**src/rtl/dhlcd_pkg.sv**
```systemverilog
// Package: item types, command codes and limits for the dual-half LCD bus emulator.
`timescale 1ns / 1ps

package dhlcd_pkg;

    // Row limit; the row state is 6 bits wide, so the effective limit clips at 63
    localparam int ROW_LIMIT = 63;
    localparam int ROW_MAX   = (ROW_LIMIT > 63) ? 63 : ROW_LIMIT;

    localparam int LEFT_COL_MAX  = 19;
    localparam int RIGHT_COL_MAX = 11;
    localparam int RIGHT_OFFSET  = 40;

    // Queue between the front and back parts
    localparam int QUEUE_DEPTH = 4;
    localparam int QPTR_W      = $clog2(QUEUE_DEPTH);
    localparam int QCNT_W      = $clog2(QUEUE_DEPTH + 1);

    // Controller command codes
    localparam logic [7:0] CMD_PIXEL  = 8'h20;
    localparam logic [7:0] CMD_COLUMN = 8'h21;
    localparam logic [7:0] CMD_ROW    = 8'h22;
    localparam logic [7:0] CMD_MODE   = 8'h23;

    typedef enum logic [1:0] {
        ACT_NONE   = 2'd0,
        ACT_STATUS = 2'd1,
        ACT_REPOS  = 2'd2,
        ACT_PIXEL  = 2'd3
    } action_t;

    // One bus sample
    typedef struct packed {
        logic       wr_level;
        logic       rd_level;
        logic       sel_left_n;
        logic       sel_right_n;
        logic       is_data;
        logic [7:0] bus_byte;
    } in_item_t;

    // One result
    typedef struct packed {
        action_t    action;
        logic [5:0] column;
        logic [5:0] row;
        logic       horizontal_inc;
        logic [7:0] pixel_byte;
        logic [7:0] status_out;
        logic       drive_bus;
    } out_item_t;

    // Classified sample handed from the front part to the back part
    typedef struct packed {
        logic       wr_event;   // write strobe rose with a half selected
        logic       right_half; // 1: right half, 0: left half
        logic       is_data;
        logic [7:0] data_byte;
        logic       drive;      // bus drive state after this sample
    } op_t;

endpackage

```
**src/rtl/dual_half_lcd_bus_emulator_core.sv**
```systemverilog
// An accepted item passes through the queue and then the result register on its way out,
// given an idle result port.
// Throughput: one item per cycle; a 4-entry queue between front and back absorbs
// result stalls, and s_ready drops only when that queue is full.
// Reset (aresetn low, synchronous): both halves, command and status bytes clear,
// strobe history goes to idle high, the bus is released and the queue empties.
`timescale 1ns / 1ps

module dual_half_lcd_bus_emulator_core (
    input  logic                 aclk,
    input  logic                 aresetn,
    input  logic                 s_valid,
    output logic                 s_ready,
    input  dhlcd_pkg::in_item_t  s_item,
    output logic                 m_valid,
    input  logic                 m_ready,
    output dhlcd_pkg::out_item_t m_item
);
    import dhlcd_pkg::*;

    logic queue_full;
    logic queue_not_empty;
    logic push;
    logic pop;
    op_t  push_op;
    op_t  head_op;

    dhlcd_front u_front (
        .aclk       (aclk),
        .aresetn    (aresetn),
        .s_valid    (s_valid),
        .s_ready    (s_ready),
        .s_item     (s_item),
        .queue_full (queue_full),
        .push       (push),
        .push_op    (push_op)
    );

    dhlcd_queue u_queue (
        .aclk      (aclk),
        .aresetn   (aresetn),
        .push      (push),
        .push_op   (push_op),
        .pop       (pop),
        .full      (queue_full),
        .not_empty (queue_not_empty),
        .head_op   (head_op)
    );

    dhlcd_back u_back (
        .aclk     (aclk),
        .aresetn  (aresetn),
        .op_valid (queue_not_empty),
        .op       (head_op),
        .pop      (pop),
        .m_valid  (m_valid),
        .m_ready  (m_ready),
        .m_item   (m_item)
    );

    // Fields that the action does not use are zero
    assert property (@(posedge aclk) disable iff (!aresetn)
        (m_valid && m_item.action != ACT_REPOS) |->
            (m_item.column == 6'd0 && m_item.row == 6'd0 && !m_item.horizontal_inc))
        else $error("reposition fields set without a reposition");

    assert property (@(posedge aclk) disable iff (!aresetn)
        (m_valid && m_item.action != ACT_PIXEL) |-> (m_item.pixel_byte == 8'd0))
        else $error("pixel byte set without a pixel action");

    // Columns are always even: both the doubling and the right-half offset keep bit 0 clear
    assert property (@(posedge aclk) disable iff (!aresetn)
        (m_valid && m_item.action == ACT_REPOS) |-> (m_item.column[0] == 1'b0))
        else $error("odd display column on reposition");

    // A popped item always lands in the result register
    assert property (@(posedge aclk) disable iff (!aresetn)
        pop |=> m_valid)
        else $error("popped item did not reach the result register");

endmodule

```
**src/rtl/dhlcd_front.sv**
```systemverilog
// Front part: strobe edge detection, chip select decode and bus drive tracking.
`timescale 1ns / 1ps

module dhlcd_front (
    input  logic               aclk,
    input  logic               aresetn,
    input  logic               s_valid,
    output logic               s_ready,
    input  dhlcd_pkg::in_item_t s_item,
    input  logic               queue_full,
    output logic               push,
    output dhlcd_pkg::op_t     push_op
);
    import dhlcd_pkg::*;

    logic prev_wr_reg, prev_wr_next;
    logic prev_rd_reg, prev_rd_next;
    logic driving_reg, driving_next;

    assign s_ready = !queue_full;
    assign push    = s_valid && s_ready;

    // Read strobe: falling edge drives the bus, rising edge releases it
    always_comb begin
        driving_next = driving_reg;
        if (!s_item.rd_level && prev_rd_reg) begin
            driving_next = 1'b1;
        end else if (s_item.rd_level && !prev_rd_reg) begin
            driving_next = 1'b0;
        end
        prev_wr_next = s_item.wr_level;
        prev_rd_next = s_item.rd_level;
    end

    // Classify the sample; the left select has priority
    always_comb begin
        push_op.wr_event   = s_item.wr_level && !prev_wr_reg &&
                             (!s_item.sel_left_n || !s_item.sel_right_n);
        push_op.right_half = s_item.sel_left_n;
        push_op.is_data    = s_item.is_data;
        push_op.data_byte  = s_item.bus_byte;
        push_op.drive      = driving_next;
    end

    always_ff @(posedge aclk) begin
        if (!aresetn) begin
            prev_wr_reg <= 1'b1;
            prev_rd_reg <= 1'b1;
            driving_reg <= 1'b0;
        end else if (push) begin
            prev_wr_reg <= prev_wr_next;
            prev_rd_reg <= prev_rd_next;
            driving_reg <= driving_next;
        end
    end

endmodule

```
**src/rtl/dhlcd_queue.sv**
```systemverilog
// Short FIFO of classified items between the front and back parts.
`timescale 1ns / 1ps

module dhlcd_queue (
    input  logic           aclk,
    input  logic           aresetn,
    input  logic           push,
    input  dhlcd_pkg::op_t push_op,
    input  logic           pop,
    output logic           full,
    output logic           not_empty,
    output dhlcd_pkg::op_t head_op
);
    import dhlcd_pkg::*;

    op_t                entry_reg [QUEUE_DEPTH];
    logic [QPTR_W-1:0]  wr_ptr_reg, wr_ptr_next;
    logic [QPTR_W-1:0]  rd_ptr_reg, rd_ptr_next;
    logic [QCNT_W-1:0]  count_reg, count_next;

    assign full      = (count_reg == QCNT_W'(QUEUE_DEPTH));
    assign not_empty = (count_reg != '0);
    assign head_op   = entry_reg[rd_ptr_reg];

    // Pointer and fill count update
    always_comb begin
        wr_ptr_next = wr_ptr_reg;
        rd_ptr_next = rd_ptr_reg;
        count_next  = count_reg;
        if (push) begin
            wr_ptr_next = (wr_ptr_reg == QPTR_W'(QUEUE_DEPTH - 1)) ? '0 : wr_ptr_reg + 1'b1;
        end
        if (pop) begin
            rd_ptr_next = (rd_ptr_reg == QPTR_W'(QUEUE_DEPTH - 1)) ? '0 : rd_ptr_reg + 1'b1;
        end
        if (push && !pop) begin
            count_next = count_reg + 1'b1;
        end else if (pop && !push) begin
            count_next = count_reg - 1'b1;
        end
    end

    always_ff @(posedge aclk) begin
        if (!aresetn) begin
            wr_ptr_reg <= '0;
            rd_ptr_reg <= '0;
            count_reg  <= '0;
        end else begin
            wr_ptr_reg <= wr_ptr_next;
            rd_ptr_reg <= rd_ptr_next;
            count_reg  <= count_next;
        end
    end

    // Entry storage, no reset needed
    always_ff @(posedge aclk) begin
        if (push) begin
            entry_reg[wr_ptr_reg] <= push_op;
        end
    end

endmodule

```
**src/rtl/dhlcd_back.sv**
```systemverilog
// Back part: per-half display state, command execution and the result register.
`timescale 1ns / 1ps

module dhlcd_back (
    input  logic                aclk,
    input  logic                aresetn,
    input  logic                op_valid,
    input  dhlcd_pkg::op_t      op,
    output logic                pop,
    output logic                m_valid,
    input  logic                m_ready,
    output dhlcd_pkg::out_item_t m_item
);
    import dhlcd_pkg::*;

    logic [4:0] left_col_reg, left_col_next;
    logic [5:0] left_row_reg, left_row_next;
    logic [7:0] left_cmd_reg, left_cmd_next;
    logic       left_hor_reg, left_hor_next;
    logic [3:0] right_col_reg, right_col_next;
    logic [5:0] right_row_reg, right_row_next;
    logic [7:0] right_cmd_reg, right_cmd_next;
    logic       right_hor_reg, right_hor_next;
    logic [7:0] status_reg, status_next;

    logic       m_valid_reg;
    out_item_t  m_item_reg, m_item_next;

    // Selected half, before and after this item
    logic [4:0] cur_col, new_col, col_max;
    logic [5:0] cur_row, new_row;
    logic [7:0] cur_cmd, new_cmd;
    logic       cur_hor, new_hor;
    action_t    act;

    assign pop     = op_valid && (!m_valid_reg || m_ready);
    assign m_valid = m_valid_reg;
    assign m_item  = m_item_reg;

    // Execute the item against the selected half
    always_comb begin
        cur_col = op.right_half ? {1'b0, right_col_reg} : left_col_reg;
        cur_row = op.right_half ? right_row_reg : left_row_reg;
        cur_cmd = op.right_half ? right_cmd_reg : left_cmd_reg;
        cur_hor = op.right_half ? right_hor_reg : left_hor_reg;
        col_max = op.right_half ? 5'(RIGHT_COL_MAX) : 5'(LEFT_COL_MAX);
        new_col     = cur_col;
        new_row     = cur_row;
        new_cmd     = cur_cmd;
        new_hor     = cur_hor;
        status_next = status_reg;
        act         = ACT_NONE;
        if (op.wr_event) begin
            if (!op.is_data) begin
                new_cmd     = op.data_byte;
                status_next = (op.data_byte == CMD_PIXEL) ? 8'h00 : op.data_byte;
                act         = ACT_STATUS;
            end else begin
                unique case (cur_cmd)
                    CMD_MODE: begin
                        new_hor = op.data_byte[7];
                    end
                    CMD_ROW: begin
                        if (op.data_byte <= 8'(ROW_MAX)) begin
                            new_row = op.data_byte[5:0];
                        end
                        act = ACT_REPOS;
                    end
                    CMD_COLUMN: begin
                        if (op.data_byte <= {3'b000, col_max}) begin
                            new_col = op.data_byte[4:0];
                        end
                        act = ACT_REPOS;
                    end
                    CMD_PIXEL: begin
                        act = ACT_PIXEL;
                        if (cur_hor) begin
                            if (cur_col < col_max) begin
                                new_col = cur_col + 1'b1;
                            end
                        end else if (cur_row < 6'(ROW_MAX)) begin
                            new_row = cur_row + 1'b1;
                        end
                    end
                    default: begin
                        act = ACT_NONE;
                    end
                endcase
            end
        end
    end

    // Next state of both halves
    always_comb begin
        left_col_next  = left_col_reg;
        left_row_next  = left_row_reg;
        left_cmd_next  = left_cmd_reg;
        left_hor_next  = left_hor_reg;
        right_col_next = right_col_reg;
        right_row_next = right_row_reg;
        right_cmd_next = right_cmd_reg;
        right_hor_next = right_hor_reg;
        if (op.right_half) begin
            right_col_next = new_col[3:0];
            right_row_next = new_row;
            right_cmd_next = new_cmd;
            right_hor_next = new_hor;
        end else begin
            left_col_next = new_col;
            left_row_next = new_row;
            left_cmd_next = new_cmd;
            left_hor_next = new_hor;
        end
    end

    // Result fields; unused fields read as zero
    always_comb begin
        m_item_next                = '0;
        m_item_next.action         = act;
        m_item_next.status_out     = status_next;
        m_item_next.drive_bus      = op.drive;
        if (act == ACT_REPOS) begin
            m_item_next.column = {new_col, 1'b0} +
                                 (op.right_half ? 6'(RIGHT_OFFSET) : 6'd0);
            m_item_next.row            = new_row;
            m_item_next.horizontal_inc = new_hor;
        end
        if (act == ACT_PIXEL) begin
            m_item_next.pixel_byte = op.data_byte;
        end
    end

    always_ff @(posedge aclk) begin
        if (!aresetn) begin
            left_col_reg  <= '0;
            left_row_reg  <= '0;
            left_cmd_reg  <= '0;
            left_hor_reg  <= 1'b0;
            right_col_reg <= '0;
            right_row_reg <= '0;
            right_cmd_reg <= '0;
            right_hor_reg <= 1'b0;
            status_reg    <= '0;
            m_valid_reg   <= 1'b0;
        end else begin
            if (pop) begin
                left_col_reg  <= left_col_next;
                left_row_reg  <= left_row_next;
                left_cmd_reg  <= left_cmd_next;
                left_hor_reg  <= left_hor_next;
                right_col_reg <= right_col_next;
                right_row_reg <= right_row_next;
                right_cmd_reg <= right_cmd_next;
                right_hor_reg <= right_hor_next;
                status_reg    <= status_next;
                m_valid_reg   <= 1'b1;
            end else if (m_ready) begin
                m_valid_reg <= 1'b0;
            end
        end
    end

    // Result payload, no reset needed
    always_ff @(posedge aclk) begin
        if (pop) begin
            m_item_reg <= m_item_next;
        end
    end

endmodule
```
**config.mk**
```make
export PLATFORM = sky130hd
export DESIGN_NAME = dual_half_lcd_bus_emulator_core
export DESIGN_NICKNAME = d
export VERILOG_FILES = /design/src/rtl/dhlcd_pkg.sv /design/src/rtl/dual_half_lcd_bus_emulator_core.sv /design/src/rtl/dhlcd_front.sv /design/src/rtl/dhlcd_queue.sv /design/src/rtl/dhlcd_back.sv
export SDC_FILE = /design/constraint.sdc
export NUM_CORES = 1
export LEC_CHECK = 0
export BUFFER_PORTS_ARGS = -buffer_cell sky130_fd_sc_hd__clkbuf_2
export CAP_MARGIN = 20
export CORE_MARGIN = 2
export CORE_UTILIZATION = 55
export DETAILED_ROUTE_END_ITERATION = 12
export PLACE_DENSITY = 0.77
export SYNTH_ARGS = -nofsm -noshare
export SYNTH_HDL_FRONTEND = slang
export SYNTH_HIERARCHICAL = 1
export SYNTH_SLANG_ARGS = --single-unit
```
**constraint.sdc**
```tcl
create_clock -name aclk -period 7.1 [get_ports aclk]
set_input_delay 1.42 -clock aclk [delete_from_list [all_inputs] [get_ports aclk]]
set_output_delay 1.42 -clock aclk [all_outputs]
set_load 0.005 [all_outputs]
```
Word level (Yosys, flattened, before mapping)
Memory sizes are Yosys's and may differ from the RTL's. A register that Yosys moved wholly into a read port is not among the register bits.
Index checks and enable logic that the tools add are counted.
Widths: inputs -> output; s select.
{ "classes": {"order_cmp": 4, "add_sub_neg": 7, "n_bitwise": 1, "n_mux": 41, "reduce_logical": 25, "n_eq_ne": 10} }
{ "op_table": {"columns": ["operator", "count"], "rows": [
  ["$mux 8", 6],
  ["$mux 6", 7],
  ["$eq 8x6->1 const B", 5],
  ["$mux 5", 7],
  ["$mux 2", 6],
  ["$pmux 6 s2", 1],
  ["$mux 1", 10],
  ["$pmux 5 s2", 1],
  ["$logic_not 1->1", 9],
  ["$eq 2x2->1 const B", 4],
  ["$le 8x5->1", 1],
  ["$le 8x6->1 const B", 1],
  ["$logic_and 1x1->1", 8],
  ["$add 6x1->6 const B", 1],
  ["$add 6x6->6", 1],
  ["$lt 6x6->1 const B", 1],
  ["$mux 3", 2],
  ["$add 5x1->5 const B", 1],
  ["$lt 5x5->1", 1],
  ["$add 2x1->2 const B", 2],
  ["$pmux 2 s2", 1],
  ["$reduce_and 2->1", 2],
  ["$reduce_bool 2->1", 2],
  ["$add 3x1->3 const B", 1],
  ["6 further kinds", 7]
]} }
{ "totals": {"ram_bits": 48, "reg_bits": 90, "memories": 1, "wordCells": 112, "out_inout_bits": 34} }
{ "mem_list": {"columns": ["name", "words", "word_bits", "rd", "rd_clocked_by_memory_dff", "write_ports", "line", "rtl"], "rows": [
  ["u_queue.entry_reg", 4, 12, 1, 1, 1, "dhlcd_queue.sv:16", "op_t entry_reg [QUEUE_DEPTH];"]
]} }

Depth between registers and ports, before layout
Gate-level depths: netlist (run 1).
{ "depth": {"word_depth": 8, "ltp_mapped": 18, "depth_no_buf": 15} }

By module
The synthesis (run 1) kept the hierarchy.
{ "modules_own_cells": {"columns": ["module", "area_per_inst_um2", "seq_area_each_um2", "instances", "cells_per_inst"], "rows": [
  ["dhlcd_back", 3970.1, 1891.8, 1, 450],
  ["dhlcd_queue", 2194.6, 1621.6, 1, 106],
  ["dhlcd_front", 237.7, 60.1, 1, 28]
]} }

Worst setup path before layout (run 1)
Ideal clock, no wire load.
{ "synth_path": {"path_kind": "input-to-reg", "startpoint": "in m_ready", "endpoint": "reg u_queue.count_reg[2]", "slack_ns": 2.892, "setup_ns": 0.076, "required_time_ns": 7.024, "arrival_ns": 4.133, "n_path_buf": 1, "stages": 10, "path_cell_list": "nand2b_1 and2_1 clkbuf_1 inv_1 ha_1 inv_1 fa_1 xor2_1 or3_1 a21boi_0"} }
{ "synth_between": {"elab_chain_cells": 5, "elab_cells_between_ends": 7} }
{ "synth_rtl": {"columns": ["item", "line", "rtl"], "rows": [
  ["start, declared", "dual_half_lcd_bus_emulator_core.sv:16", "input logic m_ready,"],
  ["$logic_or 1x1->1 (*)", "dhlcd_back.sv:36", "assign pop = op_valid && (!m_valid_reg || m_ready);"],
  ["$logic_and 1x1->1 (*)", "dhlcd_back.sv:36", null],
  ["named net pop", "dual_half_lcd_bus_emulator_core.sv:24", "logic pop;"],
  ["$logic_not 1->1", "dhlcd_queue.sv:36", "if (push && !pop) begin"],
  ["$logic_and 1x1->1", "dhlcd_queue.sv:36", null],
  ["$mux 3 / $reduce_bool 2->1 (equally long branches)", null, null],
  ["end signal, assigned", "dhlcd_queue.sv:51", "count_reg <= count_next;"],
  ["end, declared", "dhlcd_queue.sv:19", "logic [QCNT_W-1:0] count_reg, count_next;"]
]} }
Mark *: on every way through the listed nets, which the timed path passes. The rest lies on a longest branch.
A chain may end at the register's enable or synchronous reset.

==> results of run 1 <==
-- cell usage in the layout, fill, tap and decap left out, drive strengths merged, types with 8 or more instances in the layout --
| cell | n |
|---|---|
| edfxtp | 79 |
| nand2 | 77 |
| clkbuf | 68 |
| dfxtp | 60 |
| a21oi | 54 |
| nor2 | 49 |
| o21ai | 27 |
| mux2i | 21 |
| inv | 20 |
| and2 | 15 |
| nor2b | 13 |
| ha | 12 |
| mux4 | 12 |
| mux2 | 9 |
| nor3 | 9 |
| nand3 | 8 |
-- report_power, final --
part	switching, W	total, W	internal, W	leakage, nW
sequential	0.000119	0.00121	0.00109	1.24
combinational	0.000649	0.00102	0.000375	1.21
clock	0.000353	0.000850	0.000498	0.266
total	0.00112	0.00308	0.00196	2.72
-- routing by layer --
metal,vias up,track usage (%)
li1,2186,-
met1,2207,28.5
met2,175,39.1
met3,32,8.27
met4,0,7.57
met5,-,0
-- cell type report --
cell class | count | area share, %
inverter | 15 | 0.777
clock inverter | 13 | 1.83
timing repair buffer | 52 | 3.97
tap | 143 | 2.47
sequential | 139 | 49.3
clock buffer | 19 | 6.11
multi-input combinational | 393 | 35.5
-- cell families (layout without fill, tap and decap cells) --
logic type,count (synthesis),after routing
and+or+nand+nor,208,208
DFF,139,139
AOI/OAI and AO/OA,125,125
buffers and inverters,52,99
muxes,42,42
adders and majority gates,14,14
xor gates and xnor gates,3,3
other,1,1
-- worst max-delay path by stage --
stage	from	endpoint	slack, ns	cells past startpoint
floorplan	m_ready	u_queue/count_reg[2]$_SDFFE_PN0P_	2.89	10
global placement	flop	u_back/m_item[29]$_SDFFCE_PP0P_	2.26	15
detailed placement	flop	u_back/m_item[29]$_SDFFCE_PP0P_	2.10	15
CTS	flop	u_back/m_item[29]$_SDFFCE_PP0P_	2.09	15
global route	flop	u_back/m_item[29]$_SDFFCE_PP0P_	1.68	15
finish	flop	u_back/m_item[29]$_SDFFCE_PP0P_	2.02	15
-- worst reg2reg max path, delay by kind of cell (launching register included) --
kind | cells | cell delay, ns
AOI/OAI and AO/OA | 7 | 1.40
muxes | 2 | 1.29
DFF | 1 | 0.81
adders and majority gates | 3 | 0.74
buffers and inverters | 2 | 0.52
and+or+nand+nor | 1 | 0.16
-- metrics by stage --
stage | hold WS [ns] | power, W | utilization, % | instance area [µm²]
2_1_floorplan | 0.431 | 0.00192 | - | 6400
3_3_place_gp | 0.438 | 0.00218 | 58.4 | 6640
3_5_place_dp | 0.452 | 0.00222 | 58.4 | 6640
4_1_cts | 0.461 | 0.00309 | 63.5 | 7220
5_1_grt | 0.466 | 0.00325 | 63.7 | 7240
6_report | 0.462 | 0.00308 | 63.7 | 7240
==> flow_summary.toml, run 1 <==
[synth]
synthMuxAreaShare_pct = 9.20
synth_edf_count = 79
async_flop_share_pct = 0
synth_compound_area_share_pct = 11.9
synth_common_cells = "edfxtp_1 (79), nand2_1 (77), dfxtp_1 (60)"
synthesis.area_um2 = 6400
synth_top_flop_cell = "edfxtp_1"
ys.warnings.count = 6
yosysSeqAreaShare_pct = 55.8
synth.area.top_cells = "edfxtp_1 (37%), dfxtp_1 (19%), nand2_1 (4.5%)"
synth_top_family_by_area = "simple AND/OR/NAND/NOR gates"
synthAdderAreaFrac_pct = 2.81
synth_nets = 614
synth.distinct_cells = 67
yosysMostFrequentCell = "edfxtp_1"
synth-simple-area-share_pct = 15.8
synth_area_per_cell_um2 = 11.0
synth-seq-cells = 139
syn-instance-count = 584
yosysTopAreaCell = "edfxtp_1"
synthXorXnorAreaFrac_pct = 0.410
synth_top_area_share_pct = 37.1

[sta]
setup_viol = 0
fmax_mhz = 197
tns_ns = 0
finalHoldViolCount = 0
worst_slew_pin_slew_ns = 0.792
period_share_pct = 71.5
finalMaxSlewViolations = 0
rsz0062_at_grt = "no"
setup_ws_ns = 2.02
slew_headroom_pct = 47.1
clock_skew_ns = 0.00764
period_needed_ns = 5.08

[critical_path]
r2r_slack_ns = 2.02
path_cells = "mux4_1 -> inv_1 -> ha_1 -> a21o_1 -> a21oi_1 -> o21ai_0 -> a21oi_1 -> o21ai_0 -> a2bb2oi_1 -> inv_1 -> ha_1 -> ha_1 -> nand2b_1 -> mux2_2 -> a21oi_1"
slowest_delay_ns = 1.00
crit_family = "compound AO/OA/AOI/OAI gates"
worst-path-buf-inv = 2
crit_path_end_kind = "flop"
worstSetupPathType = "reg -> reg"
critPathLaunchType = "flop"
cp.arrival_ns = 5.34
worstPathMaxFanout = 20
r2r_cells = 15
required_ns = 7.36
cpMaxStageDelayCell = "mux4_1"
r2r_end = "u_back/m_item[29]$_SDFFCE_PP0P_"

[routing]
top_layer = "met4"
wl_met2_um = 7110
wirelength_um = 14100
drtAntennaViolNets = 0
drcViolationCount = 0
viasPerCell = 5.94
wl_per_cell_um = 18.3
wl_met1_um = 5850
drt_iter0_markers = 348
wl_met3_um = 912
vias = 4600
first_pass_iters = 5

[grt]
grt_max_degree = 34
grt_antenna_before_repair = 0
grt_pass1_wl_um = 22500
grt_pass1_vias = 4561
grt_usage_pct = 23.4
grt-ovfl-total = 0

[cts]
cts_setup_buffers = 0
tritoncts = "built"
hold_buffers = 0
ctsResizeCount = 0
cts_made_buffers = 17
clockBufferDepth = 2
path_clk_slew_ns = 0.06
cts_sinks = 139
root_buffer = "clkbuf_16"
clk_latency_ns = 0.43
htreeDepth = 4

[floorplanning]
die_area_um2 = 12500
core_area_um2 = 11400
ios = 51
initial_core_util_pct = 56.3
rows = 39
dieHeight_um = 112
die_w_um = 112

[layout]
areaGrowthSynthToFinish_pct = 13.2
layout-drive-gt1-share_pct = 18.4
largest_reg_flops = 48
diodes = 0
fin_nets = 648
multi_input_area_um2 = 2570
nFillCells = 864
final_cells = 774
seq_area_um2 = 3570

[place]
portBuffers = 49
dpl.cell_count = 741
hpwl_um = 9410
pre_cts_ws_ns = 2.10
gp_congestion = 0.868

[power_and_ir_drop]
p_leak_nw = 2.72
powerDensity_nw_per_um2 = 425
vdd_drop_max_mv = 0.269

[min_path]
hold_class = "reg -> reg"
hp-start = "u_back/right_cmd_reg[3]$_SDFFE_PN0P_"
min_path_cells = 2
min_to = "u_back/right_cmd_reg[3]$_SDFFE_PN0P_"

[run]
max-cap-violations = 0

[outcome]
status = "completed"
No activity file was read; power rests on OpenSTA's default activity.
==> inputs of run 2 (changes only) <==
Settings changed: CORE_UTILIZATION 55 to 54, PLACE_DENSITY 0.77 to 0.79.
Clock period 7.1 ns to 4.2 ns, I/O delays scaled along.
==> run 2 against run 1 <==
Net effect: the run now ends with design-rule violations left; flip-flop and latch count did not move; power rose by 72%; non-clock buffer count rose by 8; clock skew rose by 0.0016 ns; critical path depth fell by 2; fmax rose by 33%; sequential power rose by 66%; via count rose by 1.6%; clock-buffer cell count fell by 2; first-iteration DRC count rose by 16%; critical endpoint unchanged.
==> flow_summary.toml, run 2 (same netlist as run 1, synthesis figures left out) <==
[sta]
tns_ns = 0
period_share_pct = 90.9
finalHoldViolCount = 0
clock_skew_ns = 0.00919
worst_slew_pin_slew_ns = 0.802
rsz0062_at_grt = "no"
finalMaxSlewViolations = 0
setup_viol = 0
fmax_mhz = 262
setup_ws_ns = 0.383
slew_headroom_pct = 46.5
period_needed_ns = 3.82

[grt]
grt_pass1_vias = 4479
grt_pass1_wl_um = 22600
grt_usage_pct = 23.1
grt-ovfl-total = 0
grt_antenna_before_repair = 0
grt_max_degree = 45

[run]
max-cap-violations = 0

[layout]
layout-drive-gt1-share_pct = 19.2
areaGrowthSynthToFinish_pct = 14.5
seq_area_um2 = 3570
diodes = 0
fin_nets = 656
multi_input_area_um2 = 2570
nFillCells = 871
final_common_cell = "edfxtp_1"
largest_reg_flops = 48
mostFrequentLayoutCells = "edfxtp_1 (79), nand2_1 (77), dfxtp_1 (60)"

[floorplanning]
die_w_um = 113
die_area_um2 = 12700
rows = 39
ios = 51
dieHeight_um = 113
initial_core_util_pct = 55.6
core_area_um2 = 11500

[critical_path]
path_cells = "mux4_1 -> or3b_2 -> o22a_1 -> or3_1 -> a21oi_1 -> o21ai_0 -> a2bb2oi_1 -> inv_1 -> ha_1 -> ha_1 -> nand2b_1 -> mux2_2 -> a21oi_1"
cp.arrival_ns = 4.09
cpMaxStageDelayCell = "mux4_1"
critPathLaunchType = "flop"
worstPathMaxFanout = 4
required_ns = 4.47
crit_path_end_kind = "flop"
worstSetupPathType = "reg -> reg"
slowest_delay_ns = 0.63

[place]
portBuffers = 49
hpwl_um = 9530
gp_congestion = 0.889
pre_cts_ws_ns = 0.397

[cts]
cts_sinks = 139
cts_made_buffers = 17
root_buffer = "clkbuf_16"
clockBufferDepth = 2
tritoncts = "built"
path_clk_slew_ns = 0.06
htreeDepth = 4
hold_buffers = 0
clk_latency_ns = 0.43

[routing]
wl_per_cell_um = 18.1
drcViolationCount = 2
first_pass_iters = 9
wirelength_um = 14200
drtAntennaViolNets = 0
vias = 4673
drt_iter0_markers = 404
viasPerCell = 5.98

[outcome]
status = "complete, but fails checks"
violations = "design-rule violations"

[power_and_ir_drop]
vdd_drop_max_mv = 0.385
p_leak_nw = 2.78
powerDensity_nw_per_um2 = 725

[min_path]
hold_class = "reg -> reg"
-- run 2: cell count changes in the layout (fill, tap and decap cells not counted), sizes merged --
cell      before  now
buf            3   11
bufinv         1    2
clkbuf        68   66
clkinv         2    6
clkinvlp       5    1
inv           20   21
-- run 2: worst paths after layout --
path,slack [ns],endpoint,start,cells past startpoint
hold reg to reg,0.46,u_back/left_cmd_reg[4]$_SDFFE_PN0P_,u_back/left_cmd_reg[4]$_SDFFE_PN0P_,2
hold / removal,0.46,u_back/left_cmd_reg[4]$_SDFFE_PN0P_,u_back/left_cmd_reg[4]$_SDFFE_PN0P_,2
setup reg to reg,0.38,u_back/m_item[29]$_SDFFCE_PP0P_,flop,13
setup / recovery,0.38,u_back/m_item[29]$_SDFFCE_PP0P_,flop,13
-- run 2: what timing repair did --
item | 4_1_cts | 5_1_grt
setup endpoints to repair | 0 | 1
setup buffers | 0 | 1
resized for setup | 0 | 0
-- run 2: layout make-up --
class / count / area share (%)
Sequential cell: 139 / 48.8
Multi-Input combinational cell: 393 / 35.1
Clock buffer: 17 / 5.81
Timing Repair Buffer: 60 / 4.92
Tap cell: 143 / 2.44
Clock inverter: 15 / 2.20
Inverter: 15 / 0.768
-- run 2: worst max-delay path, delay by kind of cell (launching register included) --
kind	cells	cell delay, ns
simple gates	3	1.06
flops	1	0.34
compound gates	5	0.90
fa+ha+maj	2	0.40
buf+inv	1	0.07
mux	2	0.88
-- run 2: stage by stage --
step	instance area [µm²]	power, W	util, %	instances	hold WS, ns
global route	7330	0.00559	63.6	782	0.475
global placement	6710	0.00374	58.2	748	0.436
finish	7330	0.00531	63.6	782	0.458
CTS	7290	0.00531	63.3	780	0.457
detailed placement	6710	0.00381	58.2	748	0.449
floorplan	6400	0.00325	-	584	0.431
-- run 2: layer usage --
layer / track usage, % / vias to the layer above / part of all wire (%)
met5: 0 / - / 0
met4: 8.37 / 0 / 2.2
met3: 6.21 / 24 / 6.3
met2: 38.1 / 197 / 49
met1: 29.6 / 2254 / 42
li1: - / 2198 / -
-- run 2: power by group --
group	internal [W]	switching, W
clock	0.000883	0.000602
combinational	0.000680	0.00114
sequential	0.00184	0.000169
total	0.00340	0.00191
